## src/hdl/rwc_pkg.sv

```systemverilog
// Shared types and constants for the raycast wall column texturer.
`default_nettype none

package rwc_pkg;

  // Opcodes
  localparam logic OP_START = 1'b0;
  localparam logic OP_ROW   = 1'b1;

  // Configuration register indexes
  localparam int CFG_IDX_W  = 3;
  localparam int CFG_DATA_W = 24;
  localparam logic [CFG_IDX_W-1:0] CFG_PLAYER_X   = 3'd0;
  localparam logic [CFG_IDX_W-1:0] CFG_PLAYER_Y   = 3'd1;
  localparam logic [CFG_IDX_W-1:0] CFG_VIEW_H     = 3'd2;
  localparam logic [CFG_IDX_W-1:0] CFG_PROJ_SCALE = 3'd3;
  localparam logic [CFG_IDX_W-1:0] CFG_TEX_W      = 3'd4;
  localparam logic [CFG_IDX_W-1:0] CFG_TEX_H      = 3'd5;
  localparam logic [CFG_IDX_W-1:0] CFG_TEX_PITCH  = 3'd6;

  // Field widths
  localparam int POS_W  = 24;
  localparam int ROW_W  = 12;
  localparam int TEX_W  = 13;
  localparam int PIX_X_W = 16;
  localparam int ADDR_W = 24;
  localparam int DIR_W  = 16;

  // Fixed-point positions
  localparam int DIR_FRAC  = 14;
  localparam int STEP_FRAC = 16;
  localparam int ACC_W     = 32;

  // Reset values
  localparam logic [ROW_W-1:0] VIEW_H_RST = 12'd480;
  localparam logic [TEX_W-1:0] TEX_RST    = 13'd64;
  localparam logic [ROW_W-1:0] H_MAX      = 12'd4095;

  // Shared divider: 29-bit dividend covers (tex_h << 16), 24-bit divisor covers distance
  localparam int DIV_N_W   = TEX_W + STEP_FRAC;
  localparam int DIV_D_W   = POS_W;
  localparam int DIV_CNT_W = $clog2(DIV_N_W);

  // Shared multiplier operand widths (signed) and kept product bits
  localparam int MUL_A_W = 25;
  localparam int MUL_B_W = 30;
  localparam int MUL_P_W = 32;

  // Parameter defaults
  localparam int STRIP_WIDTH_DEF = 1;
  localparam int FRAC_BITS_DEF   = 12;

  typedef struct packed {
    logic                    opcode;
    logic [11:0]             column_index;
    logic [POS_W-1:0]        ray_distance;
    logic signed [DIR_W-1:0] ray_dir_x;
    logic signed [DIR_W-1:0] ray_dir_y;
    logic                    ray_side;
    logic [ADDR_W-1:0]       texture_base;
  } in_data_t;

  typedef struct packed {
    logic [PIX_X_W-1:0] pixel_x;
    logic [ROW_W-1:0]   pixel_y;
    logic [ADDR_W-1:0]  texel_address;
    logic               last_row;
  } out_data_t;

endpackage

`default_nettype wire

```

## src/hdl/raycast_wall_column_texturer.sv

```systemverilog
// Top level: column setup sequencer, row emitter and configuration registers.
// Column start: in_ready low through the setup (3 setup steps, two divides, 1 finish);
//   a zero-height column frees the block after the first divide.
// Row tick: the emit state loads the result into the output register, holding while the previous
//   result waits; in_ready stays low until then. It uses the registered shared multiplier for row * pitch.
// Reset (synchronous, rst_n low): idle, no column active, output empty, registers to defaults.
`default_nettype none

module raycast_wall_column_texturer
  import rwc_pkg::*;
#(
  parameter int STRIP_WIDTH = STRIP_WIDTH_DEF,
  parameter int FRAC_BITS   = FRAC_BITS_DEF
) (
  input  wire logic                  clk,
  input  wire logic                  rst_n,
  input  wire logic                  in_valid,
  output logic                       in_ready,
  input  wire in_data_t              in_data,
  output logic                       out_valid,
  input  wire logic                  out_ready,
  output out_data_t                  out_data,
  input  wire logic                  cfg_we,
  input  wire logic [CFG_IDX_W-1:0]  cfg_index,
  input  wire logic [CFG_DATA_W-1:0] cfg_data
);

  // Sequencer: setup walks HIT -> FRAC -> COL -> DIVH -> DIVS -> ACC, a row tick uses ROUT.
  typedef enum logic [2:0] {
    S_IDLE, S_HIT, S_FRAC, S_COL, S_DIVH, S_DIVS, S_ACC, S_ROUT
  } state_t;

  localparam int HALF_W = ROW_W - 1;

  state_t state_r, state_nxt;

  // configuration
  logic [POS_W-1:0] px_r, px_nxt, py_r, py_nxt, ps_r, ps_nxt;
  logic [ROW_W-1:0] vh_r, vh_nxt;
  logic [TEX_W-1:0] tw_r, tw_nxt, th_r, th_nxt, tp_r, tp_nxt;

  // latched ray
  logic [POS_W-1:0]        dist_r, dist_nxt;
  logic signed [DIR_W-1:0] dir_x_r, dir_x_nxt, dir_y_r, dir_y_nxt;
  logic                    side_r, side_nxt;

  // column state
  logic [PIX_X_W-1:0] column_x_r, column_x_nxt;
  logic [ADDR_W-1:0]  base_r, base_nxt;
  logic [ROW_W-1:0]   texel_col_r, texel_col_nxt;
  logic [ROW_W-1:0]   top_row_r, top_row_nxt;
  logic [ROW_W-1:0]   rows_left_r, rows_left_nxt;
  logic [ROW_W-1:0]   row_done_r, row_done_nxt;
  logic [ROW_W-1:0]   h_r, h_nxt;
  logic [ACC_W-1:0]   acc_r, acc_nxt, step_r, step_nxt;

  // output register
  out_data_t out_r, out_nxt;
  logic      out_valid_r, out_valid_nxt;

  // shared units
  logic                      div_start, div_busy, div_done;
  logic [DIV_N_W-1:0]        div_n, div_q;
  logic [DIV_D_W-1:0]        div_d;
  logic signed [MUL_A_W-1:0] mul_a;
  logic signed [MUL_B_W-1:0] mul_b;
  logic [MUL_P_W-1:0]        mul_p;

  // datapath helpers
  logic                 in_fire, out_load, mirror;
  logic [TEX_W-1:0]     trow, col_raw, col_mir;
  logic [FRAC_BITS-1:0] frac;
  logic [ROW_W-1:0]     div_h;
  logic [HALF_W-1:0]    half_v, half_h, top, off;

  rwc_div u_div (
    .clk      (clk),
    .rst_n    (rst_n),
    .start    (div_start),
    .dividend (div_n),
    .divisor  (div_d),
    .busy     (div_busy),
    .done     (div_done),
    .quotient (div_q)
  );

  rwc_mul u_mul (
    .clk (clk),
    .a   (mul_a),
    .b   (mul_b),
    .p   (mul_p)
  );

  assign in_ready = (state_r == S_IDLE);
  assign in_fire  = in_valid && in_ready;
  assign out_load = !out_valid_r || out_ready;

  // texture row of the current accumulator, masked by texture height - 1
  assign trow = acc_r[STEP_FRAC +: TEX_W] & (th_r - 13'd1);

  // hit fraction: player fraction plus bits of (dist * dir) >> 14
  assign frac = (side_r ? px_r[FRAC_BITS-1:0] : py_r[FRAC_BITS-1:0])
              + mul_p[DIR_FRAC +: FRAC_BITS];

  // texture column from (frac * tex_w) >> FRAC_BITS, mirrored on two faces
  assign col_raw = mul_p[FRAC_BITS +: TEX_W];
  assign col_mir = tw_r - col_raw - 13'd1;
  assign mirror  = (!side_r && dir_x_r[DIR_W-1])
                || (side_r && !dir_y_r[DIR_W-1] && (dir_y_r != '0));

  // wall height saturates at 4095 (a zero distance divides to all ones)
  assign div_h = (|div_q[DIV_N_W-1:ROW_W]) ? H_MAX : div_q[ROW_W-1:0];

  assign half_v = vh_r[ROW_W-1:1];
  assign half_h = h_r[ROW_W-1:1];
  assign top    = (half_v > half_h) ? (half_v - half_h) : '0;
  assign off    = (half_v > half_h) ? '0 : (half_h - half_v);

  always_comb begin
    state_nxt     = state_r;
    px_nxt        = px_r;
    py_nxt        = py_r;
    ps_nxt        = ps_r;
    vh_nxt        = vh_r;
    tw_nxt        = tw_r;
    th_nxt        = th_r;
    tp_nxt        = tp_r;
    dist_nxt      = dist_r;
    dir_x_nxt     = dir_x_r;
    dir_y_nxt     = dir_y_r;
    side_nxt      = side_r;
    column_x_nxt  = column_x_r;
    base_nxt      = base_r;
    texel_col_nxt = texel_col_r;
    top_row_nxt   = top_row_r;
    rows_left_nxt = rows_left_r;
    row_done_nxt  = row_done_r;
    h_nxt         = h_r;
    acc_nxt       = acc_r;
    step_nxt      = step_r;
    out_nxt       = out_r;
    out_valid_nxt = out_valid_r && !out_ready;

    div_start = 1'b0;
    div_n     = DIV_N_W'(ps_r);
    div_d     = dist_r;
    // idle default keeps trow * pitch ready for the next row tick
    mul_a     = $signed(MUL_A_W'(trow));
    mul_b     = $signed(MUL_B_W'(tp_r));

    if (cfg_we) begin
      case (cfg_index)
        CFG_PLAYER_X:   px_nxt = cfg_data[POS_W-1:0];
        CFG_PLAYER_Y:   py_nxt = cfg_data[POS_W-1:0];
        CFG_VIEW_H:     vh_nxt = cfg_data[ROW_W-1:0];
        CFG_PROJ_SCALE: ps_nxt = cfg_data[POS_W-1:0];
        CFG_TEX_W:      tw_nxt = cfg_data[TEX_W-1:0];
        CFG_TEX_H:      th_nxt = cfg_data[TEX_W-1:0];
        CFG_TEX_PITCH:  tp_nxt = cfg_data[TEX_W-1:0];
        default: ;
      endcase
    end

    case (state_r)
      S_IDLE: begin
        if (in_fire) begin
          if (in_data.opcode == OP_START) begin
            dist_nxt     = in_data.ray_distance;
            dir_x_nxt    = in_data.ray_dir_x;
            dir_y_nxt    = in_data.ray_dir_y;
            side_nxt     = in_data.ray_side;
            base_nxt     = in_data.texture_base;
            column_x_nxt = PIX_X_W'(32'(in_data.column_index) * 32'(STRIP_WIDTH));
            state_nxt    = S_HIT;
          end else if (rows_left_r != '0) begin
            state_nxt = S_ROUT;
          end
        end
      end
      S_HIT: begin
        mul_a     = $signed({1'b0, dist_r});
        mul_b     = MUL_B_W'(side_r ? dir_x_r : dir_y_r);
        state_nxt = S_FRAC;
      end
      S_FRAC: begin
        mul_a     = $signed(MUL_A_W'(frac));
        mul_b     = $signed(MUL_B_W'(tw_r));
        state_nxt = S_COL;
      end
      S_COL: begin
        texel_col_nxt = mirror ? col_mir[ROW_W-1:0] : col_raw[ROW_W-1:0];
        div_start     = 1'b1;
        state_nxt     = S_DIVH;
      end
      S_DIVH: begin
        if (div_done) begin
          if (div_h == '0) begin
            rows_left_nxt = '0;
            row_done_nxt  = '0;
            state_nxt     = S_IDLE;
          end else begin
            h_nxt     = div_h;
            div_start = 1'b1;
            div_n     = {th_r, {STEP_FRAC{1'b0}}};
            div_d     = DIV_D_W'(div_h);
            state_nxt = S_DIVS;
          end
        end
      end
      S_DIVS: begin
        if (div_done) begin
          step_nxt    = ACC_W'(div_q);
          top_row_nxt = ROW_W'(top);
          mul_a       = $signed(MUL_A_W'(off));
          mul_b       = $signed(MUL_B_W'(div_q));
          state_nxt   = S_ACC;
        end
      end
      S_ACC: begin
        acc_nxt       = mul_p;
        rows_left_nxt = (h_r > vh_r) ? (vh_r - 12'd1) : h_r;
        row_done_nxt  = '0;
        state_nxt     = S_IDLE;
      end
      S_ROUT: begin
        // hold here while the previous result is still waiting
        if (out_load) begin
          out_nxt.pixel_x       = column_x_r;
          out_nxt.pixel_y       = top_row_r + row_done_r;
          out_nxt.texel_address = base_r + ADDR_W'(mul_p[2*TEX_W-1:0])
                                + ADDR_W'(texel_col_r);
          out_nxt.last_row      = (rows_left_r == 12'd1);
          out_valid_nxt         = 1'b1;
          acc_nxt               = acc_r + step_r;
          row_done_nxt          = row_done_r + 12'd1;
          rows_left_nxt         = rows_left_r - 12'd1;
          state_nxt             = S_IDLE;
        end
      end
      default: state_nxt = S_IDLE;
    endcase
  end

  always_ff @(posedge clk) begin
    if (!rst_n) begin
      state_r     <= S_IDLE;
      px_r        <= '0;
      py_r        <= '0;
      ps_r        <= '0;
      vh_r        <= VIEW_H_RST;
      tw_r        <= TEX_RST;
      th_r        <= TEX_RST;
      tp_r        <= TEX_RST;
      rows_left_r <= '0;
      row_done_r  <= '0;
      out_valid_r <= 1'b0;
    end else begin
      state_r     <= state_nxt;
      px_r        <= px_nxt;
      py_r        <= py_nxt;
      ps_r        <= ps_nxt;
      vh_r        <= vh_nxt;
      tw_r        <= tw_nxt;
      th_r        <= th_nxt;
      tp_r        <= tp_nxt;
      rows_left_r <= rows_left_nxt;
      row_done_r  <= row_done_nxt;
      out_valid_r <= out_valid_nxt;
    end
    dist_r      <= dist_nxt;
    dir_x_r     <= dir_x_nxt;
    dir_y_r     <= dir_y_nxt;
    side_r      <= side_nxt;
    column_x_r  <= column_x_nxt;
    base_r      <= base_nxt;
    texel_col_r <= texel_col_nxt;
    top_row_r   <= top_row_nxt;
    h_r         <= h_nxt;
    acc_r       <= acc_nxt;
    step_r      <= step_nxt;
    out_r       <= out_nxt;
  end

  assign out_valid = out_valid_r;
  assign out_data  = out_r;

  // divider is never restarted mid-divide
  a_div_start_idle: assert property (@(posedge clk) disable iff (!rst_n)
    div_start |-> !div_busy)
    else $error("divider started while busy");

  // divide results only land in the states that wait for them
  a_div_done_state: assert property (@(posedge clk) disable iff (!rst_n)
    div_done |-> (state_r == S_DIVH || state_r == S_DIVS))
    else $error("divider finished outside a wait state");

  // a row is only emitted for an active column
  a_rout_active: assert property (@(posedge clk) disable iff (!rst_n)
    state_r == S_ROUT |-> rows_left_r != '0)
    else $error("row emit with no active column");

  // a tick with no active column leaves the block idle and inactive
  a_idle_tick: assert property (@(posedge clk) disable iff (!rst_n)
    in_valid && in_ready && in_data.opcode == OP_ROW && rows_left_r == '0
    |=> state_r == S_IDLE && rows_left_r == '0)
    else $error("idle row tick changed state");

endmodule

`default_nettype wire

```

## src/hdl/rwc_div.sv

```systemverilog
// Radix-2 restoring divider, one quotient bit per cycle.
`default_nettype none

module rwc_div
  import rwc_pkg::*;
(
  input  wire logic               clk,
  input  wire logic               rst_n,
  input  wire logic               start,
  input  wire logic [DIV_N_W-1:0] dividend,
  input  wire logic [DIV_D_W-1:0] divisor,
  output logic                    busy,
  output logic                    done,
  output logic [DIV_N_W-1:0]      quotient
);

  localparam logic [DIV_CNT_W-1:0] LAST_ITER = DIV_CNT_W'(DIV_N_W - 1);

  logic [DIV_D_W-1:0]   rem_r, rem_nxt;
  logic [DIV_N_W-1:0]   quo_r, quo_nxt;
  logic [DIV_D_W-1:0]   dvs_r;
  logic [DIV_CNT_W-1:0] cnt_r;
  logic                 busy_r, done_r;
  logic [DIV_D_W+1:0]   diff;
  logic                 ge;

  // trial subtract of the shifted partial remainder
  assign diff = {1'b0, rem_r, quo_r[DIV_N_W-1]} - {2'b00, dvs_r};
  assign ge   = !diff[DIV_D_W+1];

  always_comb begin
    rem_nxt = ge ? diff[DIV_D_W-1:0] : {rem_r[DIV_D_W-2:0], quo_r[DIV_N_W-1]};
    quo_nxt = {quo_r[DIV_N_W-2:0], ge};
  end

  always_ff @(posedge clk) begin
    if (!rst_n) begin
      busy_r <= 1'b0;
      done_r <= 1'b0;
      cnt_r  <= '0;
    end else begin
      done_r <= 1'b0;
      if (start) begin
        busy_r <= 1'b1;
        cnt_r  <= '0;
      end else if (busy_r) begin
        cnt_r <= cnt_r + 1'b1;
        if (cnt_r == LAST_ITER) begin
          busy_r <= 1'b0;
          done_r <= 1'b1;
        end
      end
    end
  end

  always_ff @(posedge clk) begin
    if (start) begin
      rem_r <= '0;
      quo_r <= dividend;
      dvs_r <= divisor;
    end else if (busy_r) begin
      rem_r <= rem_nxt;
      quo_r <= quo_nxt;
    end
  end

  assign busy     = busy_r;
  assign done     = done_r;
  assign quotient = quo_r;

endmodule

`default_nettype wire

```

## src/hdl/rwc_mul.sv

```systemverilog
// Shared signed multiplier with registered product (low bits kept).
`default_nettype none

module rwc_mul
  import rwc_pkg::*;
(
  input  wire logic                      clk,
  input  wire logic signed [MUL_A_W-1:0] a,
  input  wire logic signed [MUL_B_W-1:0] b,
  output logic [MUL_P_W-1:0]             p
);

  logic signed [MUL_A_W+MUL_B_W-1:0] full;
  logic [MUL_P_W-1:0]                p_r;

  assign full = a * b;

  always_ff @(posedge clk) begin
    p_r <= full[MUL_P_W-1:0];
  end

  assign p = p_r;

endmodule

`default_nettype wire
```

## config.mk

```make
export PLATFORM = sky130hd
export DESIGN_NAME = raycast_wall_column_texturer
export DESIGN_NICKNAME = d
export VERILOG_FILES = /design/src/hdl/rwc_pkg.sv /design/src/hdl/raycast_wall_column_texturer.sv /design/src/hdl/rwc_div.sv /design/src/hdl/rwc_mul.sv
export SDC_FILE = /design/constraint.sdc
export NUM_CORES = 2
export LEC_CHECK = 0
export ABC_AREA = 0
export BUFFER_PORTS_ARGS = -buffer_cell sky130_fd_sc_hd__buf_2
export CAP_MARGIN = 20
export CORE_AREA = 2 2 253 305
export DETAILED_ROUTE_END_ITERATION = 8
export DIE_AREA = 0 0 255 307
export PLACE_DENSITY = 0.67
export SYNTH_ARGS = -nofsm -noshare
export SYNTH_HDL_FRONTEND = slang
export SYNTH_SLANG_ARGS = --single-unit
```

## constraint.sdc

```tcl
create_clock -name clk -period 14.4 [get_ports clk]
set_input_delay 1.44 -clock clk [delete_from_list [all_inputs] [get_ports clk]]
set_output_delay 1.44 -clock clk [all_outputs]
set_load 0.01 [all_outputs]
```

# Word level (Yosys, flattened, before mapping)
# Cells that the tools add are included.
# word_totals
ff_bits	481
out_inout_bits	55
# classes
reduce_logical	37
muxes	44
add_sub_neg	15
n_lt_le_gt_ge	2
eq_ne	21
mul	1
bitwise_logic	5
# ops
cell	count
two-way mux 29 bit	6
two-way mux 12 bit	8
two-way mux 24 bit	4
case mux 30 bit (3 select lines)	1
case mux 12 bit (3 select lines)	2
case mux 24 bit (3 select lines)	1
case mux 32 bit (2 select lines)	1
subtractor 12 x 1 -> 12 bit, second input constant	3
adder 32 x 29 -> 32 bit	1
multiplier 25 x 30 -> 32 bit	1
two-way mux 32 bit	1
two-way mux 30 bit	1
subtractor 25 x 24 -> 26 bit	1
adder 24 x 12 -> 24 bit	1
adder 24 bit	1
case mux 3 bit (8 select lines)	1
subtractor 11 bit	2
== test 3 bit, second input constant	7
two-way mux 3 bit	7
AND reduction 2 bit	10
OR reduction 17 bit	1
nonzero test 16 bit	1
AND 13 bit	1
two-way mux 13 bit	1
other kinds (32)	61

# Depth between registers and ports, before layout
# logic_depth
word_depth	7
mapped_depth	44
mapped_depth_nobuf	40

# Hierarchy
# Synthesis repeated with hierarchy kept, for this count alone.
# unflattened
hier_cells	4265
hier_area_um2	40781.6
# by_module_without_submodules
module	area_each_um2	seq_area_each_um2	cells_each	n_inst
raycast_wall_column_texturer	20024.2	9599.2	2004	1
rwc_mul	16174.3	640.6	1824	1
rwc_div	4583.1	2212.1	437	1

# Least setup slack after synthesis
# No wires, ideal clock.
# synth_path
path_type	register to register
start	reg side_r
end	reg u_mul.p_r[28], in the netlist u_mul.p[28]
arrival_ps	9186
n_path_buf	3
path_slack_ps	5094
stages_incl_launch_ff	41
setup_time_ps	120
cell_sequence	edfxtp_1 -> buf_2 -> buf_2 -> buf_1 -> mux2_2 -> ha_1 -> inv_1 -> fa_1 -> nor2b_1 -> o31a_1 -> o21a_1 -> o21a_1 -> o21ai_0 -> nand2b_1 -> a21o_1 -> a21oi_1 -> xor2_1 -> o21ai_1 -> [5 not listed] -> fa_1 -> fa_1 -> fa_1 -> inv_1 -> fa_1 -> inv_1 -> fa_1 -> xnor2_1 -> xnor2_1 -> xnor2_1 -> xnor2_1 -> xnor2_1 -> xnor2_1 -> xnor2_1 -> xnor2_1 -> xnor2_1 -> xnor3_1 -> xnor2_1
# synth_via
elab_chain_len	4
elab_cells_between_ends	6
classes_between	1 x add/sub; 1 x mul; 4 x mux
# synth_rtl
element	line	source
start, declared	raycast_wall_column_texturer.sv:45	logic side_r, side_nxt;
start signal, assigned	raycast_wall_column_texturer.sv:273	side_r <= side_nxt;
two-way mux 12 bit	raycast_wall_column_texturer.sv:102	assign frac = (side_r ? px_r[FRAC_BITS-1:0] : py_r[FRAC_BITS-1:0])
adder 12 bit	raycast_wall_column_texturer.sv:103	+ mul_p[DIR_FRAC +: FRAC_BITS];
case mux 24 bit (3 select lines)	raycast_wall_column_texturer.sv:164	case (state_r)
multiplier 25 x 30 -> 32 bit *	rwc_mul.sv:16	assign full = a * b;
named net u_mul.full[28]	rwc_mul.sv:13	logic signed [MUL_A_W+MUL_B_W-1:0] full;
end signal, assigned	rwc_mul.sv:19	p_r <= full[MUL_P_W-1:0];
end, declared	rwc_mul.sv:14	logic [MUL_P_W-1:0] p_r;
# The timed path passes the listed nets; every way through them passes the cells marked *.
# A chain may end at the register's enable or synchronous reset.

# Worst setup path after layout
# Ends and elaborated chain as after synthesis.

==> impl_metrics.json <==
{
  "initial_utilization_pct": 49.5,
  "hold_class": "reg -> reg",
  "tns_ps": 0,
  "layout_setup_ws_ps": 4010,
  "drcViolationCount": 0,
  "period_needed_ps": 10390,
  "syn_area_um2": 37400,
  "critPathRequiredTime_ps": 14940,
  "globalplace.congestion": 0.970,
  "fmax_ghz": 0.0963,
  "worstSkewPairLatency_ps": 620,
  "rsz0062_at_grt": "false",
  "first_pass_iters": 5,
  "synthCells": 3937,
  "synthFlopType": "edfxtp_1",
  "grt_pass1_vias": 28300,
  "ios": 181,
  "cp.arrival_ps": 10920,
  "cts_hold_buf": 0,
  "drv_cap": 0,
  "h-tree-depth": 2,
  "hold_viol_final": 0,
  "yosysSeqAreaShare_pct": 33.1,
  "n_fill_cell": 6862,
  "syn2layout_area_growth_pct": 9.65,
  "seqPwrFrac_pct": 25.7,
  "timing_worst_setup_path_type": "reg -> reg",
  "synth_top_area_share_pct": 23.1,
  "p_sw_uw": 3340,
  "cp-end-kind": "register",
  "dr.first_iter.drc_count": 2510,
  "slew_viol_final": 0,
  "wirelength_um": 110000,
  "p_comb_share_pct": 56.4,
  "worstMarginPinSlew_ps": 1200,
  "fin_nets": 4771,
  "layout_common_cells": "nand2_1, inv_1, fa_1",
  "internal-power_uw": 4090,
  "hold_start": "column_x_r[0]",
  "finalCritPeriodShare_pct": 72.1,
  "cts-buffers-inserted": 49,
  "avgViaCountPerCell": 5.58,
  "fp.dieH_um": 307,
  "yosys_warnings": 0,
  "dp_hpwl_um": 83300,
  "netlist_top_cells_area": "edfxtp_1, fa_1, dfxtp_1",
  "clock_sink_count": 475,
  "final_cell_area_um2": 41000,
  "utilization_pct": 54.2,
  "drive_gt1_share_pct": 9.20,
  "io_buffers": 176,
  "cts_tree": "done",
  "skew_ps": 32.7,
  "yosysUniqueCellTypes": 98,
  "switching_share_pct": 44.9,
  "multiInputGateArea_um2": 22400,
  "layout_commonest_cell": "nand2_1",
  "synth_edf_count": 288,
  "post-cts-setup-buffers": 0,
  "slowest_delay_ps": 740,
  "r2r-start": "side_r",
  "async_flop_share_pct": 0,
  "crit_slowest_cell": "edfxtp_1",
  "dp_slack_ps": 4240,
  "antenna_found_initial": 2,
  "start_kind": "register",
  "cts-root-buf": "clkbuf_16",
  "grt_pass1_wl_um": 166000,
  "path_max_fanout": 20,
  "cp-startpoint": "side_r",
  "dpl.cell_count": 5020,
  "detail_route.wl_per_cell_um": 21.4,
  "finalSetupViolCount": 0,
  "stdcell_count": 5115,
  "die_w_um": 255,
  "seqCellArea_um2": 12400,
  "overflow": 0,
  "grt_max_degree": 82,
  "p_per_area_nw_per_um2": 181,
  "track_usage_pct": 28.2,
  "dpl_cell_area_um2": 39300,
  "yosysTopAreaCell": "edfxtp_1",
  "die_area_um2": 78300,
  "clk_pin_slew_ps": 60,
  "cts_resized": 0,
  "synth_seq_cells": 475,
  "ant_nets": 0,
  "core-area_um2": 75700,
  "vias": 28600,
  "pwr-share-clk_pct": 17.9,
  "fp-row-count": 111,
  "p_leak_uw": 0.0175,
  "syn_avg_cell_area_um2": 9.51,
  "outcome": "finished clean",
  "peakVddDrop_mv": 0.107,
  "cts_max_path_buffers": 3,
  "slew_headroom_pct": 19.7,
  "crit_top_cell": "fa_1"
}
## critical path: cells and delay by family, from the launching register on
family,cells,cell delay [ps]
flip-flops,1,740
buffers and inverters,6,740
AO/OA/AOI/OAI,11,2860
adder cells (fa/ha/maj),9,3560
multiplexers,1,320
XOR/XNOR,2,330
AND/OR/NAND/NOR,6,1720
## metrics by stage
stage          power, uW  hold WS (ps)
2_1_floorplan       4860           400
3_3_place_gp        5990           400
3_5_place_dp        6060           406
4_1_cts             7420           423
5_1_grt             8000           423
6_report            7430           422
## state kept, by name, summed over array words and instances, names as in the netlist, 12 cells and up
signal and cells:
texel_col_r 12, vh_r 12, tp_r 13, row_done_r 12, u_div.dvs_r 24, h_r 12
column_x_r 12, out_data 49, u_div.rem_r 24, base_r 24, ps_r 24, dist_r 24
u_div.quotient 29, dir_x_r 16, u_mul.p 29, py_r 12, th_r 13, rows_left_r 12
dir_y_r 16, step_r 29, acc_r 29, px_r 12, tw_r 13
## cell type report
class	instances	area share [%]
diodes	1	0.00610
clock buffers	66	3.29
clock inverters	26	0.726
inverters	541	4.95
multi-input cells	2765	54.6
flip-flops and latches	475	30.2
well taps	1017	3.10
repair buffers	224	3.12
## routing by layer
metal / wire, um / vias up / GRT usage [%]
met5: 12 / - / 0
met4: 5920 / 2 / 13.4
met3: 7470 / 275 / 3.99
met2: 54000 / 1101 / 47.9
met1: 42100 / 14000 / 35.4
li1: - / 13200 / -
## power by group through the flow
stage	registers [uW]	clock network, uW	logic (uW)
CTS	1910	1350	4170
floorplan	1840	0	3020
finish	1910	1330	4190
detailed placement	1930	0	4130
global placement	1930	0	4060
global route	1920	1400	4680
## worst paths after layout
path / endpoint / slack [ps] / cells after the start
worst max-delay path: u_mul.p[28] / 4010 / 35
worst min-delay path: out_data[37] / 420 / 0
worst max register to register: u_mul.p[28] / 4010 / 35
worst min register to register: out_data[37] / 420 / 0
## Yosys cell counts (61+ instances only)
cell / instances
a21boi_0: 114
a21oi_1: 142
and2_1: 63
clkbuf_1: 124
dfxtp_1: 187
edfxtp_1: 288
fa_1: 341
ha_1: 248
inv_1: 538
nand2_1: 696
nor2_1: 204
o21ai_0: 162
xnor2_1: 124
xor2_1: 61
## cells by family after synthesis
kind of cell / count (synthesis) / share of synthesized area [%]
AND/OR/NAND/NOR: 1220 / 14.3
buffers and inverters: 700 / 7.20
AO/OA/AOI/OAI: 690 / 12.2
adder cells (fa/ha/maj): 589 / 26.5
flip-flops: 475 / 33.1
XOR/XNOR: 190 / 4.58
multiplexers: 72 / 2.01
other: 1 / 0.0100
Note: power is estimated with default switching activity, not from simulation.
